==> src/hdl/olasr_pkg.sv <==
// Package for the ordered list core: action and status codes and field widths.
// It has no dependencies. The core and its testbench import it.
`default_nettype none
package olasr_pkg;

   localparam int ActionWidth = 2;
   localparam int ValueWidth  = 32;
   localparam int StatusWidth = 2;
   localparam int CountWidth  = 5;

   localparam logic [ActionWidth-1:0] ACT_APPEND = 2'd0;
   localparam logic [ActionWidth-1:0] ACT_SEARCH = 2'd1;
   localparam logic [ActionWidth-1:0] ACT_REMOVE = 2'd2;

   localparam logic [StatusWidth-1:0] STAT_DONE      = 2'd0;
   localparam logic [StatusWidth-1:0] STAT_NOT_FOUND = 2'd1;
   localparam logic [StatusWidth-1:0] STAT_FULL      = 2'd2;
   localparam logic [StatusWidth-1:0] STAT_EMPTY     = 2'd3;

endpackage
`default_nettype wire

==> src/hdl/olasr_ram.sv <==
// Generic simple dual-port RAM with one write port and a registered read port.
// It has no dependencies.
`default_nettype none
module olasr_ram #(
   parameter int WIDTH = 32,
   parameter int DEPTH = 16
) (
   input  wire logic                     clock,
   input  wire logic                     wr_en,
   input  wire logic [$clog2(DEPTH)-1:0] wr_addr,
   input  wire logic [WIDTH-1:0]         wr_data,
   input  wire logic [$clog2(DEPTH)-1:0] rd_addr,
   output      logic [WIDTH-1:0]         rd_data
);

   logic [WIDTH-1:0] mem_ff [DEPTH];
   logic [WIDTH-1:0] rd_data_ff;

   always_ff @(posedge clock) begin
      if (wr_en) begin
         mem_ff[wr_addr] <= wr_data;
      end
      rd_data_ff <= mem_ff[rd_addr];
   end

   assign rd_data = rd_data_ff;

endmodule
`default_nettype wire

==> src/hdl/ordered_list_append_search_remove_core.sv <==
// Ordered list core: append at the tail, search, and remove with gap closing.
// An append writes at the tail directly. A search or remove reads and compares each
// entry walked through the single RAM read port, and a remove then reads and writes
// each later entry to shift it down; one item is in work at a time.
// A synchronous reset empties the list; stored entries are not cleared.
// Depends on olasr_pkg and olasr_ram.
`default_nettype none
module ordered_list_append_search_remove_core #(
   parameter int DEPTH = 16
) (
   input  wire logic                                clock,
   input  wire logic                                reset,
   input  wire logic                                req_valid,
   output      logic                                req_stall,
   input  wire logic [olasr_pkg::ActionWidth-1:0]   req_action,
   input  wire logic signed [olasr_pkg::ValueWidth-1:0] req_value,
   output      logic                                rsp_valid,
   input  wire logic                                rsp_stall,
   output      logic [olasr_pkg::StatusWidth-1:0]   rsp_status,
   output      logic [olasr_pkg::CountWidth-1:0]    rsp_entry_count
);

   import olasr_pkg::*;

   localparam int AW = $clog2(DEPTH);
   localparam int CW = $clog2(DEPTH + 1);
   localparam logic [CW-1:0] DepthCount = CW'(DEPTH);

   typedef enum logic [2:0] {
      ST_IDLE,
      ST_READ,
      ST_COMPARE,
      ST_SHIFT_READ,
      ST_SHIFT_WRITE,
      ST_FINISH
   } state_type;

   state_type               state_ff, state_in;
   logic [CW-1:0]           total_ff, total_in;
   logic [CW-1:0]           idx_ff, idx_in;
   logic                    remove_ff, remove_in;
   logic [ValueWidth-1:0]   value_ff, value_in;
   logic [StatusWidth-1:0]  status_ff, status_in;
   logic                    rsp_valid_ff, rsp_valid_in;
   logic [StatusWidth-1:0]  rsp_status_ff, rsp_status_in;
   logic [CountWidth-1:0]   rsp_count_ff, rsp_count_in;

   logic                    wr_en;
   logic [AW-1:0]           wr_addr;
   logic [ValueWidth-1:0]   wr_data;
   logic [AW-1:0]           rd_addr;
   logic [ValueWidth-1:0]   rd_data;

   logic [CW-1:0]           idx_next;
   logic [CW:0]             idx_plus2;
   logic [CW+CountWidth-1:0] count_wide;

   assign idx_next   = CW'(idx_ff + 1'b1);
   assign idx_plus2  = {1'b0, idx_ff} + (CW+1)'(2);
   assign count_wide = {{CountWidth{1'b0}}, total_ff};

   olasr_ram #(
      .WIDTH (ValueWidth),
      .DEPTH (DEPTH)
   ) u_store (
      .clock   (clock),
      .wr_en   (wr_en),
      .wr_addr (wr_addr),
      .wr_data (wr_data),
      .rd_addr (rd_addr),
      .rd_data (rd_data)
   );

   always_comb begin
      state_in      = state_ff;
      total_in      = total_ff;
      idx_in        = idx_ff;
      remove_in     = remove_ff;
      value_in      = value_ff;
      status_in     = status_ff;
      rsp_valid_in  = rsp_valid_ff & rsp_stall;
      rsp_status_in = rsp_status_ff;
      rsp_count_in  = rsp_count_ff;
      wr_en         = 1'b0;
      wr_addr       = total_ff[AW-1:0];
      wr_data       = req_value;
      rd_addr       = idx_ff[AW-1:0];

      unique case (state_ff)
         ST_IDLE: begin
            if (req_valid) begin
               remove_in = (req_action == ACT_REMOVE);
               value_in  = req_value;
               idx_in    = '0;
               state_in  = ST_FINISH;
               case (req_action) inside
                  ACT_APPEND: begin
                     if (total_ff == DepthCount) begin
                        status_in = STAT_FULL;
                     end else begin
                        wr_en     = 1'b1;
                        total_in  = CW'(total_ff + 1'b1);
                        status_in = STAT_DONE;
                     end
                  end
                  ACT_SEARCH, ACT_REMOVE: begin
                     if (total_ff == '0) begin
                        status_in = STAT_EMPTY;
                     end else begin
                        state_in = ST_READ;
                     end
                  end
                  default: begin
                     status_in = STAT_NOT_FOUND;
                  end
               endcase
            end
         end
         ST_READ: begin
            state_in = ST_COMPARE;
         end
         ST_COMPARE: begin
            if (rd_data == value_ff) begin
               if (remove_ff && (idx_next < total_ff)) begin
                  state_in = ST_SHIFT_READ;
               end else begin
                  if (remove_ff) begin
                     total_in = CW'(total_ff - 1'b1);
                  end
                  status_in = STAT_DONE;
                  state_in  = ST_FINISH;
               end
            end else if (idx_next == total_ff) begin
               status_in = STAT_NOT_FOUND;
               state_in  = ST_FINISH;
            end else begin
               idx_in   = idx_next;
               state_in = ST_READ;
            end
         end
         ST_SHIFT_READ: begin
            rd_addr  = idx_next[AW-1:0];
            state_in = ST_SHIFT_WRITE;
         end
         ST_SHIFT_WRITE: begin
            wr_en   = 1'b1;
            wr_addr = idx_ff[AW-1:0];
            wr_data = rd_data;
            idx_in  = idx_next;
            if (idx_plus2 < {1'b0, total_ff}) begin
               state_in = ST_SHIFT_READ;
            end else begin
               total_in  = CW'(total_ff - 1'b1);
               status_in = STAT_DONE;
               state_in  = ST_FINISH;
            end
         end
         ST_FINISH: begin
            if (!rsp_valid_ff || !rsp_stall) begin
               rsp_valid_in  = 1'b1;
               rsp_status_in = status_ff;
               rsp_count_in  = count_wide[CountWidth-1:0];
               state_in      = ST_IDLE;
            end
         end
         default: begin
            state_in = ST_IDLE;
         end
      endcase
   end

   always_ff @(posedge clock) begin
      idx_ff        <= idx_in;
      remove_ff     <= remove_in;
      value_ff      <= value_in;
      status_ff     <= status_in;
      rsp_status_ff <= rsp_status_in;
      rsp_count_ff  <= rsp_count_in;
      if (reset) begin
         state_ff     <= ST_IDLE;
         total_ff     <= '0;
         rsp_valid_ff <= 1'b0;
      end else begin
         state_ff     <= state_in;
         total_ff     <= total_in;
         rsp_valid_ff <= rsp_valid_in;
      end
   end

   assign req_stall       = (state_ff != ST_IDLE);
   assign rsp_valid       = rsp_valid_ff;
   assign rsp_status      = rsp_status_ff;
   assign rsp_entry_count = rsp_count_ff;

endmodule
`default_nettype wire

==> config.mk <==
export PLATFORM = sky130hd
export DESIGN_NAME = ordered_list_append_search_remove_core
export DESIGN_NICKNAME = d
export VERILOG_FILES = /design/src/hdl/olasr_pkg.sv /design/src/hdl/olasr_ram.sv /design/src/hdl/ordered_list_append_search_remove_core.sv
export SDC_FILE = /design/constraint.sdc
export NUM_CORES = 1
export LEC_CHECK = 0
export ABC_AREA = 1
export BUFFER_PORTS_ARGS = -buffer_cell sky130_fd_sc_hd__buf_2
export CORE_MARGIN = 5
export CORE_UTILIZATION = 48
export DETAILED_ROUTE_END_ITERATION = 6
export GPL_TIMING_DRIVEN = 0
export HOLD_SLACK_MARGIN = 0.1
export SYNTH_ARGS = -nofsm -noshare
export SYNTH_HDL_FRONTEND = slang
export SYNTH_SLANG_ARGS = --single-unit
==> constraint.sdc <==
create_clock -name clock -period 3.83 [get_ports clock]
set_input_delay 0.766 -clock clock [delete_from_list [all_inputs] [get_ports clock]]
set_output_delay 0.766 -clock clock [all_outputs]
set_load 0.05 [all_outputs]
==> reports/results.txt <==
Final Instance Count excl. Fillers: 2,765
shortest period the worst path allows: 3330 ps
leakage power summed over all cells: 9.51 nW
Std-Cell Core Area: 50,000 sq um
Synth warnings: 0
prevailing post-synth register cell: sky130_fd_sc_hd__edfxtp_1
routed wire length: 74.1 mm
startpoint types: flop
wire length of the first global-routing pass: 106 mm
number of DRC markers in iteration 0: 2,039
footprint of the multi-input gates: 5850 sq um
top cells by area in the synthesized netlist: sky130_fd_sc_hd__edfxtp_1 70%, sky130_fd_sc_hd__nor2_1 5.3%, sky130_fd_sc_hd__o21ai_0 5.0%, sky130_fd_sc_hd__nand2_1 3.5%, sky130_fd_sc_hd__dfxtp_1 3.4%
critical path startpoint: total_ff[0]
TritonCTS clock tree: done
final number of hold-violating endpoints: 0
proportion of register bits with asynchronous set or reset after synthesis: 0%
type of destination of the critical path: flop
# diodes: 0
arrival time at the worst endpoint: 3650 ps
power density of the placed cells: 878 nW/um^2
buffer depth of the longest clock path: 3
number of clock sinks: 600
ratio of routed vias to standard cells: 5.94
Net Count, Synth: 1,961
number of antenna violations at the first check in global routing: 0
Area growth syn-to-layout: 15.5%
setup TNS: 0 ps
max-slew headroom at the worst pin: 33.9%
boundary pin count: 47
Clock transition at path regs: 60 ps
maximum number of pins on one net before global-route repair: 20
Worst Tran Pin Value: 985 ps
Filler Cell Count: 4,092
number of cells on the worst reg-to-reg path: 7
residual antenna-violating net count after detailed routing: 0
Critical path destination: u_store.mem_ff[11][22]
reg-to-reg slack, setup: 500 ps
Setup Fix Bufs, Post-CTS: 0
number of port buffers: 46
DIE HEIGHT: 234 um
Max Cap Viol: 0
number of register bits inferred by synthesis: 600
unrepaired setup endpoints after global routing: no
drt first pass iters: 5
post-synth top area cell: sky130_fd_sc_hd__edfxtp_1
Net count, final: 2,100
worst-case vdd ir drop: 0.433 mV
Required @ worst endpoint: 4150 ps
worst clock skew: 14.4 ps
count of vias placed by the detailed router: 16,400
type of the worst setup path: reg -> reg
Seq/Total Area, Yosys: 73.0%
Max H-tree Level: 2
mean routed wirelength per cell: 26.8 um
# rows: 82
Chip Width: 234 um
number of library cell types mapped by synthesis: 36
number of global-route vias before repair: 15,700
total half-perimeter wirelength after legalization and detailed placement: 49.1 mm
status: completed
crit-path max FO: 18
fraction of final layout cells sized beyond drive strength 1: 12.0%
root buffer cell: sky130_fd_sc_hd__clkbuf_16
mean area per synthesized cell: 12.7 sq um
Clk Latency, worst-skew pair: 630 ps
Max Clk Rate: 0.301 GHz
footprint of the flip-flops and latches: 17,600 sq um
worst hold-check path type: in -> reg
synthesized instance count: 1,905
Die Outline Area: 54,800 sq um
count of placed standard cells including taps: 2,653
terminus of the critical flop-to-flop path: u_store.mem_ff[11][22]
number of gates given a new drive strength after cts: 0
final max-slew violation count: 0
GRT Overall Usage: 26.8%
routability-driven placement congestion ratio: 0.879
reg2reg start: total_ff[0]
power consumption: 24.5 mW
hold bufs inserted after CTS: 0
number of endpoints failing setup at the final stage: 0
share of Yosys cell area claimed by the top area cell type: 69.6%
final critical-path share of the clock period: 86.8%
TritonCTS Buffers: 61
leftover overflow at the end of global routing: 0
Post-Synthesis Cell Area: 24,100 sq um
detailed-route DRC error count: 0
number of enable flip-flop cells after synthesis: 559
initial core utilization: 48.3%
[layout make-up]
cell class / instances / area share [%]
clock inverter: 29 / 1.27
inverter: 67 / 0.903
tap: 672 / 3.02
buffer: 110 / 1.98
timing repair buffer: 76 / 2.63
sequential: 600 / 63.2
clock buffer: 83 / 6.03
multi-input combinational: 1128 / 21.0
[critical path, stage by stage (launching register included)]
cell and delay [ps]:
sky130_fd_sc_hd__dfxtp_1 530, sky130_fd_sc_hd__nor2_1 110, sky130_fd_sc_hd__nand3_1 80, sky130_fd_sc_hd__o21ai_0 140
sky130_fd_sc_hd__o31ai_1 580, sky130_fd_sc_hd__nand3_1 490, sky130_fd_sc_hd__nor2_4 810, sky130_fd_sc_hd__buf_16 260
[per-layer routing]
layer  share of wire, %  track usage, %  up-vias
met1                 40            37.7     8031
met3                 11            6.20      169
met4                4.1            10.6        0
li1                   -               -     7251
met2                 45            40.9      981
met5                  0               0        -
[through the flow]
step	setup WS (ps)	hold WS [ps]	instance area, sq um	utilization, %
6_report	504	331	27900	55.8
5_1_grt	348	316	27900	55.8
4_1_cts	502	306	27900	55.8
3_5_place_dp	47.8	406	25800	51.7
3_3_place_gp	-1880	405	25200	50.4
2_1_floorplan	346	400	24100	-
[cells in the mapped netlist, types with 3 or more instances]
cell type / instances
sky130_fd_sc_hd__nand2_1: 225
sky130_fd_sc_hd__buf_6: 7
sky130_fd_sc_hd__buf_4: 11
sky130_fd_sc_hd__inv_1: 62
sky130_fd_sc_hd__a21oi_1: 13
sky130_fd_sc_hd__o21ai_0: 239
sky130_fd_sc_hd__nand4_1: 4
sky130_fd_sc_hd__o21ai_1: 39
sky130_fd_sc_hd__clkbuf_1: 53
sky130_fd_sc_hd__buf_2: 35
sky130_fd_sc_hd__xor2_1: 7
sky130_fd_sc_hd__o211ai_1: 51
sky130_fd_sc_hd__edfxtp_1: 559
sky130_fd_sc_hd__ha_1: 17
sky130_fd_sc_hd__dfxtp_1: 41
sky130_fd_sc_hd__nor3_1: 3
sky130_fd_sc_hd__o221ai_1: 80
sky130_fd_sc_hd__nor2_1: 339
sky130_fd_sc_hd__o22ai_1: 24
sky130_fd_sc_hd__inv_2: 5
sky130_fd_sc_hd__nand3_1: 53
sky130_fd_sc_hd__xnor2_1: 20
[report_power, final]
group	leakage [nW]	internal [mW]	switching, mW
combinational	3.12	2.43	7.15
clock	0.987	3.59	2.50
sequential	5.41	8.47	0.331
total	9.51	14.5	9.98
[cell usage in the layout, fill, tap and decap left out, types with 3 or more instances in the layout]
cell / n
sky130_fd_sc_hd__clkinvlp_4: 3
sky130_fd_sc_hd__buf_16: 6
sky130_fd_sc_hd__ha_1: 17
sky130_fd_sc_hd__inv_2: 5
sky130_fd_sc_hd__o21ai_1: 51
sky130_fd_sc_hd__o221ai_1: 80
sky130_fd_sc_hd__clkbuf_8: 5
sky130_fd_sc_hd__buf_6: 10
sky130_fd_sc_hd__o211ai_1: 51
sky130_fd_sc_hd__clkinv_2: 9
sky130_fd_sc_hd__xnor2_1: 20
sky130_fd_sc_hd__nor2_1: 322
sky130_fd_sc_hd__xor2_1: 7
sky130_fd_sc_hd__dfxtp_1: 41
sky130_fd_sc_hd__a21oi_1: 13
sky130_fd_sc_hd__buf_2: 81
sky130_fd_sc_hd__edfxtp_1: 559
sky130_fd_sc_hd__clkinv_1: 8
sky130_fd_sc_hd__buf_4: 20
sky130_fd_sc_hd__o22ai_1: 24
sky130_fd_sc_hd__inv_1: 62
sky130_fd_sc_hd__nand4_1: 4
sky130_fd_sc_hd__nand2_1: 225
sky130_fd_sc_hd__bufinv_16: 8
sky130_fd_sc_hd__nor3_1: 3
sky130_fd_sc_hd__nor2_4: 17
sky130_fd_sc_hd__nand3_1: 53
sky130_fd_sc_hd__buf_12: 11
sky130_fd_sc_hd__o21ai_0: 226
sky130_fd_sc_hd__clkbuf_16: 62
sky130_fd_sc_hd__clkbuf_1: 69
[kinds of logic after synthesis]
family                     synth area share, %
AOI/OAI and AO/OA                         11.4
xor gates and xnor gates                  1.11
adders and majority gates                0.965
buffers and inverters                     3.33
DFF                                       73.0
and+or+nand+nor                           10.3
[sequential cells by signal, indices dropped and copies added (netlist names)]
register,flops
idx_ff,5
remove_ff,1
rsp_entry_count,5
rsp_status,2
rsp_valid,1
state_ff,3
status_ff,2
total_ff,5
u_store.mem_ff,512
u_store.rd_data,32
value_ff,32
[worst min path at each step]
stage | start | end | slack (ps) | cells after the start
6_report | req_value[23] | value_ff[23] | 330 | 1
5_1_grt | req_value[23] | value_ff[23] | 320 | 1
4_1_cts | req_value[23] | value_ff[23] | 310 | 1
3_5_place_dp | status_ff[0] | rsp_status[0] | 410 | 0
3_3_place_gp | status_ff[1] | rsp_status[1] | 410 | 0
2_1_floorplan | status_ff[0] | rsp_status[0] | 400 | 0
Note: power is estimated with default switching activity, not from simulation.
